## config.mk

```make
export PLATFORM = sky130hd
export DESIGN_NAME = compressed_integer_decoder_top
export DESIGN_NICKNAME = d
export VERILOG_FILES = /design/src/hw/rtl/cid_pkg.sv /design/src/hw/rtl/compressed_integer_decoder_top.sv /design/src/hw/rtl/cid_assembler.sv /design/src/hw/rtl/cid_format.sv
export SDC_FILE = /design/constraint.sdc
export NUM_CORES = 1
export LEC_CHECK = 0
export ABC_AREA = 1
export ABC_CLOCK_PERIOD_IN_PS = 5190
export BUFFER_PORTS_ARGS = -buffer_cell sky130_fd_sc_hd__buf_4
export CAP_MARGIN = 30
export CORE_AREA = 3 3 130 120
export DETAILED_ROUTE_END_ITERATION = 10
export DIE_AREA = 0 0 133 123
export GPL_TIMING_DRIVEN = 0
export SETUP_SLACK_MARGIN = 0.5
export SLEW_MARGIN = 20
export SYNTH_ARGS = -nofsm -noshare
export SYNTH_HDL_FRONTEND = slang
export SYNTH_HIERARCHICAL = 1
export SYNTH_SLANG_ARGS = --single-unit
```

## constraint.sdc

```tcl
create_clock -name clk_i -period 5.19 [get_ports clk_i]
set_input_delay 0.2595 -clock clk_i [delete_from_list [all_inputs] [get_ports clk_i]]
set_output_delay 0.2595 -clock clk_i [all_outputs]
set_load 0.005 [all_outputs]
```

## src/hw/rtl/cid_pkg.sv

```systemverilog
// Shared types and constants for the compressed integer decoder.
`default_nettype none
package cid_pkg;

  localparam int unsigned AccW    = 29;
  localparam int unsigned LenW    = 3;
  localparam int unsigned TokenW  = 32;
  localparam int unsigned RowW    = 24;
  localparam int unsigned InDataW = 16;
  localparam int unsigned OutDataW = 72;

  localparam logic [7:0] TableTypeDef  = 8'h02;
  localparam logic [7:0] TableTypeRef  = 8'h01;
  localparam logic [7:0] TableTypeSpec = 8'h1B;

  localparam logic [7:0] LeadTwoByteXor  = 8'h80;
  localparam logic [7:0] LeadFourByteXor = 8'hC0;

  localparam logic [LenW-1:0] LenOne  = 3'd1;
  localparam logic [LenW-1:0] LenTwo  = 3'd2;
  localparam logic [LenW-1:0] LenFour = 3'd4;

  typedef enum logic [2:0] {
    ST_OK           = 3'd0,
    ST_ILL_FORMED   = 3'd1,
    ST_TRUNCATED    = 3'd2,
    ST_BAD_TAG      = 3'd3,
    ST_ROW_TOO_LARGE = 3'd4
  } status_e;

  typedef enum logic [1:0] {
    MODE_UNSIGNED = 2'd0,
    MODE_SIGNED   = 2'd1,
    MODE_TOKEN    = 2'd2
  } mode_e;

  typedef enum logic [1:0] {
    TAG_TYPEDEF  = 2'd0,
    TAG_TYPEREF  = 2'd1,
    TAG_TYPESPEC = 2'd2
  } tag_e;

  // One finished value or error, handed from the assembler to the formatter.
  typedef struct packed {
    logic            valid;
    status_e         status;
    logic [AccW-1:0] acc;
    logic [LenW-1:0] len;
    mode_e           mode;
  } cid_event_t;

  typedef struct packed {
    status_e                status;
    logic [TokenW-1:0]      unsigned_or_token;
    logic signed [AccW-1:0] signed_value;
    logic [LenW-1:0]        encoded_length;
  } cid_result_t;

endpackage
`default_nettype wire

```

## src/hw/rtl/compressed_integer_decoder_top.sv

```systemverilog
// A result enters the output register on the transfer of its last byte.
// Throughput: one byte per cycle unless stalled; assembler registers advance per transfer.
// The input stalls only while a result waits in the output register and is not taken.
// Reset clears the assembler to idle between values and empties the output register.
// An end marker with no value in progress is consumed without a result.
`default_nettype none
module compressed_integer_decoder_top (
  input  wire logic        clk_i,
  input  wire logic        rst_ni,
  input  wire logic        s_axis_tvalid,
  output logic             s_axis_tready,
  input  wire logic [15:0] s_axis_tdata,  // action[1:0], data_byte[9:2], zero fill
  input  wire logic        s_axis_tlast,  // end_of_range
  output logic             m_axis_tvalid,
  input  wire logic        m_axis_tready,
  // status[2:0], unsigned_or_token[34:3], signed_value[63:35], encoded_length[66:64],
  // zero fill
  output logic [71:0]      m_axis_tdata
);
  import cid_pkg::*;

  logic        accept;
  logic        load_en;
  cid_event_t  evt;
  cid_result_t res;
  logic        out_valid_q, out_valid_d;
  cid_result_t out_q;

  assign load_en       = !out_valid_q || m_axis_tready;
  assign s_axis_tready = load_en;
  assign accept        = s_axis_tvalid && s_axis_tready;

  cid_assembler u_assembler (
    .clk_i          (clk_i),
    .rst_ni         (rst_ni),
    .accept_i       (accept),
    .action_i       (s_axis_tdata[1:0]),
    .data_byte_i    (s_axis_tdata[9:2]),
    .end_of_range_i (s_axis_tlast),
    .event_o        (evt)
  );

  cid_format u_format (
    .event_i  (evt),
    .result_o (res)
  );

  assign out_valid_d = load_en ? evt.valid : out_valid_q;

  always_ff @(posedge clk_i or negedge rst_ni) begin
    if (!rst_ni) begin
      out_valid_q <= 1'b0;
    end else begin
      out_valid_q <= out_valid_d;
    end
  end

  always_ff @(posedge clk_i) begin
    if (load_en && evt.valid) begin
      out_q <= res;
    end
  end

  assign m_axis_tvalid = out_valid_q;
  assign m_axis_tdata  = {5'd0, out_q.encoded_length, out_q.signed_value,
                          out_q.unsigned_or_token, out_q.status};

endmodule
`default_nettype wire

```

## src/hw/rtl/cid_assembler.sv

```systemverilog
// Byte assembler: tracks the length of the current value and gathers its payload bits.
`default_nettype none
module cid_assembler (
  input  wire logic               clk_i,
  input  wire logic               rst_ni,
  input  wire logic               accept_i,
  input  wire logic [1:0]         action_i,
  input  wire logic [7:0]         data_byte_i,
  input  wire logic               end_of_range_i,
  output cid_pkg::cid_event_t     event_o
);
  import cid_pkg::*;

  mode_e           mode_q, mode_d;
  logic [1:0]      remain_q, remain_d;
  logic [LenW-1:0] len_q, len_d;
  logic [AccW-1:0] acc_q, acc_d;
  mode_e           sel_mode;
  logic [AccW-1:0] acc_shift;

  // A selector of three decodes as unsigned.
  always_comb begin
    case (action_i)
      MODE_SIGNED: sel_mode = MODE_SIGNED;
      MODE_TOKEN:  sel_mode = MODE_TOKEN;
      default:     sel_mode = MODE_UNSIGNED;
    endcase
  end

  assign acc_shift = {acc_q[AccW-9:0], data_byte_i};

  always_comb begin
    mode_d   = mode_q;
    remain_d = remain_q;
    len_d    = len_q;
    acc_d    = acc_q;
    event_o  = '0;
    event_o.status = ST_OK;
    event_o.mode   = MODE_UNSIGNED;

    if (accept_i) begin
      if (remain_q == 2'd0) begin
        if (!end_of_range_i) begin
          mode_d = sel_mode;
          if (!data_byte_i[7]) begin
            event_o.valid = 1'b1;
            event_o.acc   = AccW'(data_byte_i);
            event_o.len   = LenOne;
            event_o.mode  = sel_mode;
            len_d = '0;
            acc_d = '0;
          end else if (!data_byte_i[6]) begin
            len_d    = LenTwo;
            remain_d = 2'd1;
            acc_d    = AccW'(data_byte_i ^ LeadTwoByteXor);
          end else if (!data_byte_i[5]) begin
            len_d    = LenFour;
            remain_d = 2'd3;
            acc_d    = AccW'(data_byte_i ^ LeadFourByteXor);
          end else begin
            event_o.valid  = 1'b1;
            event_o.status = ST_ILL_FORMED;
            len_d = '0;
            acc_d = '0;
          end
        end
      end else if (end_of_range_i) begin
        event_o.valid  = 1'b1;
        event_o.status = ST_TRUNCATED;
        remain_d = 2'd0;
        len_d    = '0;
        acc_d    = '0;
      end else begin
        remain_d = remain_q - 2'd1;
        if (remain_q == 2'd1) begin
          event_o.valid = 1'b1;
          event_o.acc   = acc_shift;
          event_o.len   = len_q;
          event_o.mode  = mode_q;
          len_d = '0;
          acc_d = '0;
        end else begin
          acc_d = acc_shift;
        end
      end
    end
  end

  always_ff @(posedge clk_i or negedge rst_ni) begin
    if (!rst_ni) begin
      mode_q   <= MODE_UNSIGNED;
      remain_q <= 2'd0;
      len_q    <= '0;
      acc_q    <= '0;
    end else begin
      mode_q   <= mode_d;
      remain_q <= remain_d;
      len_q    <= len_d;
      acc_q    <= acc_d;
    end
  end

endmodule
`default_nettype wire

```

## src/hw/rtl/cid_format.sv

```systemverilog
// Result formatter: turns a finished payload into an unsigned, signed or token result, or an error.
`default_nettype none
module cid_format (
  input  wire cid_pkg::cid_event_t  event_i,
  output cid_pkg::cid_result_t      result_o
);
  import cid_pkg::*;

  logic [AccW-1:0] sval;
  logic [AccW-1:0] sign_mask;
  logic [7:0]      table_id;
  logic            tag_ok;

  // Signed mode: the low bit is the sign, extended above the payload width.
  always_comb begin
    case (event_i.len)
      LenOne:  sign_mask = {{(AccW-6){1'b1}}, 6'd0};
      LenTwo:  sign_mask = {{(AccW-13){1'b1}}, 13'd0};
      default: sign_mask = {1'b1, {(AccW-1){1'b0}}};
    endcase
    sval = {1'b0, event_i.acc[AccW-1:1]};
    if (event_i.acc[0]) begin
      sval = sval | sign_mask;
    end
  end

  always_comb begin
    tag_ok = 1'b1;
    case (tag_e'(event_i.acc[1:0]))
      TAG_TYPEDEF:  table_id = TableTypeDef;
      TAG_TYPEREF:  table_id = TableTypeRef;
      TAG_TYPESPEC: table_id = TableTypeSpec;
      default: begin
        table_id = '0;
        tag_ok   = 1'b0;
      end
    endcase
  end

  always_comb begin
    result_o = '0;
    result_o.status = ST_OK;
    if (event_i.status != ST_OK) begin
      result_o.status = event_i.status;
    end else begin
      case (event_i.mode)
        MODE_SIGNED: begin
          result_o.signed_value   = sval;
          result_o.encoded_length = event_i.len;
        end
        MODE_TOKEN: begin
          if (!tag_ok) begin
            result_o.status = ST_BAD_TAG;
          end else if (event_i.acc[AccW-1:RowW+2] != '0) begin
            result_o.status = ST_ROW_TOO_LARGE;
          end else begin
            result_o.unsigned_or_token = {table_id, event_i.acc[RowW+1:2]};
            result_o.encoded_length    = event_i.len;
          end
        end
        default: begin
          result_o.unsigned_or_token = TokenW'(event_i.acc);
          result_o.encoded_length    = event_i.len;
        end
      endcase
    end
  end

endmodule
`default_nettype wire
```

## Word-level counts from Yosys, hierarchy flattened

Cells that the tools add are included.

| word-level totals | value |
|---|---|
| bits in registers | 96 |
| bits of input ports | 21 |

| operators by class | value |
|---|---|
| bitwise gates (word level) | 6 |
| muxes and demuxes | 48 |
| reduce and logical (&&, ||, !) cells | 16 |
| equal/unequal tests | 12 |
| add/sub/neg operators | 1 |

Operators with widths:

| cell | count |
|---|---|
| $mux 38 | 3 |
| $mux 21 | 4 |
| $mux 34 | 2 |
| $pmux 32 s2 | 1 |
| $pmux 28 s2 | 1 |
| $mux 3 | 15 |
| $mux 32 | 1 |
| $mux 29 | 1 |
| $or 28x29->29 | 1 |
| $mux 28 | 1 |
| $mux 8 | 3 |
| $pmux 5 s3 | 1 |
| $mux 2 | 7 |
| $mux 12 | 1 |
| $reduce_bool 3->1 | 3 |
| $eq 2x1->1 const B | 4 |
| $mux 4 | 2 |
| $eq 2x2->1 const B | 3 |
| $reduce_and 3->1 | 2 |
| $reduce_or 3->1 | 2 |
| $logic_not 2->1 | 2 |
| $mux 1 | 4 |
| $ne 2x2->1 const B | 2 |
| $not 1->1 | 4 |
| 12 further kinds | 13 |

## Logic depth before layout (Yosys ltp)

Gate-level depths: netlist (run 1).

| depth | value |
|---|---|
| word-level depth | 12 |
| mapped depth | 15 |

## By module

The synthesis (run 1) kept the hierarchy.

By module, submodules not included:

| module | seq. area each (sq um) | times used | cells each | area an instance (sq um) |
|---|---|---|---|---|
| compressed_integer_decoder_top | 2037.0 | 1 | 81 | 2109.5 |
| cid_assembler | 675.6 | 1 | 213 | 1580.3 |
| cid_format | 0.0 | 1 | 204 | 992.2 |

## Worst setup path before layout (run 1)

OpenSTA, ideal clock, no wires.

| path | value |
|---|---|
| path kind | register -> register |
| start point | reg u_assembler.remain_q[0] |
| end point | reg out_q, in the netlist m_axis_tdata[0], enable pin |
| required time | 4.676 ns |
| cell stages (with the launch flop) | 10 |
| clock period less this slack | 4.912 ns |
| arrival time | 4.398 ns |
| path slack | 0.278 ns |
| cells stage by stage | dfrtp_1 inv_1 ha_1 nand2_1 inv_1 nand2_1 nand2_1 nor2_1 inv_1 a21oi_1 |

RTL lines:

| element | line | RTL |
|---|---|---|
| start, declared | cid_assembler.sv:15 | `logic [1:0] remain_q, remain_d;` |
| start signal, assigned | cid_assembler.sv:97 | `remain_q <= remain_d;` |
| end signal, assigned | compressed_integer_decoder_top.sv:60 | `out_q <= res;` |
| end, declared | compressed_integer_decoder_top.sv:27 | `cid_result_t out_q;` |

==> results of run 1 <==
-- synth_stat cells (5+ instances only) --
master / count / area, um2
o21ai_1: 5 / 25.02
o22ai_1: 12 / 75.07
inv_1: 76 / 285.3
nand3_1: 8 / 40.04
dfrtp_1: 28 / 700.7
nor3_1: 24 / 120.1
edfxtp_1: 67 / 2012
a21oi_1: 51 / 255.2
ha_1: 9 / 112.6
nor2_2: 5 / 31.28
buf_2: 10 / 50.05
nand2_1: 73 / 274.0
buf_4: 12 / 90.09
nor2_1: 48 / 180.2
inv_2: 5 / 18.77
o21ai_0: 39 / 195.2
-- flip-flops by register name (all words and copies together) (netlist names) --
signal	count
m_axis_tvalid	1
u_assembler/remain_q	2
m_axis_tdata	67
u_assembler/len_q	2
u_assembler/mode_q	2
u_assembler/acc_q	21
-- path summary, 6_finish.rpt --
path	from	end	slack (ns)	depth (start not counted)
worst max register to register	m_axis_tvalid	m_axis_tdata[20]	2.17	12
min in group asynchronous	rst_ni	u_assembler/remain_q[0]	0.37	2
max in group asynchronous	rst_ni	u_assembler/acc_q[12]	4.54	2
worst min-delay path	m_axis_tready	m_axis_tvalid	0.18	4
worst max-delay path	m_axis_tvalid	m_axis_tdata[20]	2.17	12
worst min register to register	u_assembler/len_q[2]	u_assembler/len_q[2]	0.47	2
-- critical path, delay by kind of cell (launching register included) --
family | cells | cell delay, ns
compound gates | 3 | 0.68
fa+ha+maj | 1 | 0.31
buf+inv | 5 | 0.97
flops | 1 | 0.44
simple gates | 3 | 0.34
-- power by group --
| group | internal (mW) | leakage, nW | switching (mW) | total (mW) |
|---|---|---|---|---|
| sequential | 1.02 | 1.02 | 0.0596 | 1.08 |
| combinational | 0.293 | 1.22 | 0.447 | 0.740 |
| clock | 0.326 | 0.124 | 0.274 | 0.600 |
-- metrics by stage --
step,hold slack [ns],instance area (um2),cells,total power [mW]
final,0.1815,5913,804,2.420
after global placement,0.2064,5579,785,1.796
after global routing,0.2025,5913,804,2.567
after floorplan,-0.03609,4708,504,1.491
after CTS,0.1713,5913,804,2.447
after detailed placement,0.2160,5642,787,1.838
-- cell families (layout without fill, tap and decap cells) --
family / Yosys count / in the layout / synth area share, %
AND/OR/NAND/NOR: 166 / 166 / 15.66
buffers and inverters: 113 / 215 / 11.17
AO/OA/AOI/OAI: 112 / 112 / 12.59
flip-flops: 95 / 95 / 57.94
adder cells (fa/ha/maj): 9 / 9 / 2.405
other: 3 / 9 / 0.2405
-- area by class of cell --
type | instances | share of cell area [%]
clock buffer | 13 | 4.063
sequential | 95 | 45.87
tap | 198 | 4.190
multi-input combinational | 296 | 25.03
timing repair buffer | 86 | 11.64
buffer | 32 | 3.703
clock inverter | 3 | 0.3597
inverter | 81 | 5.142
-- what timing repair did --
| action | 4_1_cts | 5_1_grt |
|---|---|---|
| hold endpoints to repair | 28 | 0 |
| hold buffers | 1 | 0 |
| endpoints found under the setup margin | 0 | 0 |
-- metal layers --
layer | global-route usage [%] | up-vias | wire, um
met5 | 0 | - | 0
met4 | 4.545 | 0 | 176
met3 | 4.231 | 13 | 732
met2 | 23.13 | 125 | 5399
met1 | 18.68 | 1703 | 5180
li1 | - | 1824 | -
==> key figures, run 1 <==
Yosys
  • Ys Warns: 6
  • Synth unique cells: 31
  • Synth Cell Area: 4682 um2
  • Seq/Total Area, Yosys: 57.94%
  • FFs w/ async S/R, synth: 29.47%
  • Top FF cell, synth: edfxtp_1
  • Post-Synthesis Cells: 498
  • Post-synthesis register bit count: 95
  • Count of flip-flops with a built-in enable after synthesis: 67
  • Syn avg cell area: 9.402 um2

Drt
  • DRT Pass-1 Iters: 5
  • ANT nets after route: 0
  • DRC violation count after routing: 0
  • Via-per-instance ratio: 4.558
  • DRT iter0 DRCs: 227
  • DR WL/cell: 14.29 um
  • Final WL: 11490 um
  • Vias: 3665

Timing
  • Setup tns final: 0 ns
  • Slew @ Worst Pin: 0.7755 ns
  • FMAX: 331.1 MHz
  • Skew final: 0.006184 ns
  • Slew Limit Headroom: 48.18%
  • Fin. max-slew vios: 0
  • Fin crit share: 58.20%
  • Setup-failing EPs final: 0
  • RSZ-0062 raised after global routing: no
  • Final Hold Vio Count: 0
  • Final period demand of the worst path: 3.020 ns
  • Final WS setup: 2.170 ns

Clock tree
  • Resize count post-CTS: 0
  • Post-CTS Setup Bufs: 0
  • H-tree depth: 3
  • Worst-Skew Late Latency: 0.35 ns
  • Maximum clock path buffer count: 2
  • Num CTS Buffers: 9
  • # clock sinks: 95
  • CTS tree: built
  • CTS root buffer: clkbuf_16
  • CTS clk-pin slew, worst paths: 0.06 ns

Final layout
  • Layout area overhead: 26.30%
  • Commonest non-fill, non-tap cell in the layout: buf_4
  • Nets: 631
  • Final design utilization: 40.92%
  • Most frequent cells in the layout: 95 x buf_4, 76 x inv_1, 73 x nand2_1
  • Ant diodes: 0
  • Footprint of the multi-input gates: 1480 um2
  • FF+latch area: 2713 um2
  • Share of layout cells above drive strength 1: 23.93%
  • FILL cells: 1446

Global routing
  • Initial antenna violation count: 0
  • Total gr overflow: 0
  • Vias in the first global route: 3540
  • Gr usage total: 14.32%
  • First-pass GRT wire length: 18190 um
  • Largest net degree at the start of global routing: 29

Critical path
  • CP arrival: 3.10 ns
  • CP Max Fanout: 10
  • CP required: 5.27 ns
  • Max stage delay on crit path: 0.44 ns
  • WS Path Type: flip-flop to flip-flop
  • Worst setup SP type: flip-flop
  • Worst path slowest cell: dfrtp_1
  • Critical path cell sequence: a21oi_1 > nand2_1 > clkbuf_8 > nor2_8 > nand3_1 > o21ai_0 > inv_1 > ha_1 > inv_1 > buf_2 > clkbuf_1 > a21oi_1
  • Critical Path End Type: flip-flop

Pwr
  • Pleak: 2.367 nW
  • Maximum vdd drop: 0.0001899 V
  • Pwr Density: 409.3 nW/um2

Floorplan
  • FP Rows: 42
  • Die X: 133 um
  • Die area: 16360 um2
  • Die height: 123 um
  • Starting density of the core: 32.40%
  • Top Ports: 95
  • Core Region: 14450 um2

Placed design
  • HPWL after DPL: 8755 um
  • Port bufs: 83
  • Pre-CTS WS: 2.166 ns
  • GP Congestion: 0.8718

Run status
  • Status: completed

Job
  • Maxcap violations: 0

Hold path
  • Worst min path class: input pin to flip-flop
(Power assumes the default switching activity.)
==> run 2, diff against run 1 <==
--- a/config.mk
+++ b/config.mk
@@ -6,7 +6,7 @@
 export NUM_CORES = 1
 export LEC_CHECK = 0
 export ABC_AREA = 1
-export ABC_CLOCK_PERIOD_IN_PS = 5190
+export ABC_CLOCK_PERIOD_IN_PS = 2500
 export BUFFER_PORTS_ARGS = -buffer_cell sky130_fd_sc_hd__buf_4
 export CAP_MARGIN = 30
 export CORE_AREA = 3 3 130 120
==> constraint.sdc (replaced) <==
create_clock -name clk_i -period 2.5 [get_ports clk_i]
set_input_delay 0.125 -clock clk_i [delete_from_list [all_inputs] [get_ports clk_i]]
set_output_delay 0.125 -clock clk_i [all_outputs]
set_load 0.005 [all_outputs]
==> run 2 against run 1 <==
  * Clock power up 110%
  * Routed wire length up 18%
  * Combinational power rose to 3.5 times the previous value
  * Critical path type unchanged
==> key figures, run 2 (synthesis results as in run 1) <==
Timing
  • Slew @ Worst Pin: 0.7057 ns (was 0.7755 ns)
  • Setup tns final: 0 ns (unchanged)
  • Setup-failing EPs final: 0 (unchanged)
  • RSZ-0062 raised after global routing: yes (was no)
  • Final period demand of the worst path: 2.239 ns (was 3.020 ns)
  • Fin crit share: 89.57% (was 58.20%)
  • Hold WS: 0.05003 ns (was 0.1815 ns)
  • Slew Limit Headroom: 52.59% (was 48.18%)
  • Skew final: 0.007685 ns (was 0.006184 ns)
  • Fin. max-slew vios: 0 (unchanged)
  • FMAX: 446.6 MHz (was 331.1 MHz)
  • Final WS setup: 0.2608 ns (was 2.170 ns)
  • Final Hold Vio Count: 0 (unchanged)

Hold path
  • Hold Path End: m_axis_tvalid (unchanged)
  • Hold_sp: m_axis_tready (unchanged)
  • Hold depth: 4 (unchanged)
  • Worst min path class: input pin to flip-flop (unchanged)

Critical path
  • WS Path Type: flip-flop to flip-flop (unchanged)
  • CP Max Fanout: 5 (was 10)
  • CP required: 2.61 ns (was 5.27 ns)
  • Max stage delay on crit path: 0.42 ns (was 0.44 ns)
  • Critical Path End Type: flip-flop (unchanged)
  • Worst setup SP type: flip-flop (unchanged)
  • R2R cell count: 13 (was 12)
  • Worst path most repeated cell: buf_12
  • Reg2reg start: m_axis_tvalid (unchanged)
  • R2R Path End: m_axis_tdata[28] (was m_axis_tdata[20])
  • Critical path cell sequence: a21oi_4 > nand2_2 > clkbuf_16 > nor2_8 > nand3_2 > o21ai_2 > inv_2 > ha_4 > inv_6 > buf_12 > buf_12 > o21ai_4 > a21oi_2 (was a21oi_1 > nand2_1 > clkbuf_8 > nor2_8 > nand3_1 > o21ai_0 > inv_1 > ha_1 > inv_1 > buf_2 > clkbuf_1 > a21oi_1)
  • Worst path slowest cell: dfrtp_2 (was dfrtp_1)
  • CP arrival: 2.35 ns (was 3.10 ns)
  • R2R Setup Slk: 0.26 ns (was 2.17 ns)

Final layout
  • Share of layout cells above drive strength 1: 52.59% (was 23.93%)
  • Post-route cell area: 7690 um2 (was 5913 um2)
  • Footprint of the multi-input gates: 2191 um2 (was 1480 um2)
  • Max reg flops: 67 (unchanged)
  • Final design utilization: 53.21% (was 40.92%)
  • FF+latch area: 2715 um2 (was 2713 um2)
  • Most frequent cells in the layout: 125 x buf_4, 67 x edfxtp_1, 66 x inv_1 (was 95 x buf_4, 76 x inv_1, 73 x nand2_1)
  • Layout Cells excl Fill: 873 (was 804)
  • Ant diodes: 0 (unchanged)
  • Nets: 700 (was 631)
  • FILL cells: 1224 (was 1446)
  • Layout area overhead: 64.24% (was 26.30%)
  • Commonest non-fill, non-tap cell in the layout: buf_4 (unchanged)

Floorplan
  • Die X: 133 um (unchanged)
  • Die height: 123 um (unchanged)
  • Die area: 16360 um2 (unchanged)
  • FP Rows: 42 (unchanged)
  • Top Ports: 95 (unchanged)
  • Core Region: 14450 um2 (unchanged)
  • Starting density of the core: 32.40% (unchanged)

Drt
  • DRT Pass-1 Iters: 4 (was 5)
  • Vias: 4016 (was 3665)
  • DRT iter0 DRCs: 251 (was 227)
  • ANT nets after route: 0 (unchanged)
  • Final WL: 13600 um (was 11490 um)
  • DR WL/cell: 15.58 um (was 14.29 um)
  • Via-per-instance ratio: 4.600 (was 4.558)
  • DRC violation count after routing: 0 (unchanged)

Global routing
  • First-pass GRT wire length: 20470 um (was 18190 um)
  • Vias in the first global route: 4001 (was 3540)
  • Largest net degree at the start of global routing: 29 (unchanged)
  • Initial antenna violation count: 0 (unchanged)
  • Gr usage total: 16.07% (was 14.32%)
  • Total gr overflow: 0 (unchanged)

Clock tree
  • CTS tree: built (unchanged)
  • # clock sinks: 95 (unchanged)
  • Maximum clock path buffer count: 2 (unchanged)
  • Num CTS Buffers: 9 (unchanged)
  • CTS root buffer: clkbuf_16 (unchanged)
  • Worst-Skew Late Latency: 0.35 ns (about the same)
  • CTS clk-pin slew, worst paths: 0.06 ns (about the same)
  • H-tree depth: 3 (unchanged)

Pwr
  • Total power: 6.103 mW (was 2.420 mW)
  • Maximum vdd drop: 0.0005768 V (was 0.0001899 V)
  • Pleak: 3.094 nW (was 2.367 nW)
  • Pwr Density: 793.6 nW/um2 (was 409.3 nW/um2)

Placed design
  • HPWL after DPL: 8728 um (was 8755 um)
  • Port bufs: 83 (unchanged)
  • Pre-CTS WS: -0.09619 ns (was 2.166 ns)
  • GP Congestion: 0.8420 (was 0.8718)
  • Total placed cells including tap cells: 788 (was 787)
  • Dpl cell area: 5864 um2 (was 5642 um2)

Run status
  • Status: completed (unchanged)

Job
  • Maxcap violations: 0 (unchanged)
[run 2: cell types whose count changed in the layout (fill, tap and decap cells not counted), sizes merged]
cell	before	now
buf	111	174
clkbuf	19	24
clkinv	1	2
[run 2: area by class of cell]
cell class	count	area share, %
clock buffer	12	3.075
multi-input combinational	296	28.49
sequential	95	35.31
buffer	32	4.800
clock inverter	4	0.3905
timing repair buffer	155	20.66
inverter	81	4.051
tap	198	3.222
[run 2: critical path: cells and delay by family, from the launching register on]
kind,cells,cell delay [ns]
and+or+nand+nor,3,0.27
AOI/OAI and AO/OA,4,0.45
DFF,1,0.42
buffers and inverters,5,0.55
adders and majority gates,1,0.28
[run 2: report_power, final]
group | switching, mW | total [mW] | internal [mW]
clock network | 0.578 | 1.26 | 0.679
registers | 0.127 | 2.25 | 2.12
logic | 1.29 | 2.60 | 1.30
total | 2.00 | 6.10 | 4.10
[run 2: layer usage]
layer,vias to the layer above,global-route usage [%],wire (um)
li1,1967,-,-
met1,1926,20.82,5946
met2,113,26.52,6687
met3,10,4.638,810
met4,0,4.481,152
met5,-,0,0
[run 2: repair_timing]
action,4_1_cts,5_1_grt
pin swaps,22,20
gates resized for setup,100,99
hold buffers,1,0
buffers inserted,36,18
endpoints found under the hold margin,28,0
endpoints found under the setup margin,123,131
cloned,6,8
[run 2: worst max path at each step]
stage,to,cells past startpoint,startpoint
finish,m_axis_tdata[28],13,m_axis_tvalid
global placement,m_axis_tdata[49],8,u_assembler/remain_q[0]
detailed placement,m_axis_tdata[62],11,u_assembler/remain_q[1]
CTS,m_axis_tdata[4],13,m_axis_tvalid
global route,m_axis_tdata[21],12,m_axis_tvalid
floorplan,m_axis_tdata[0],9,u_assembler/remain_q[0]
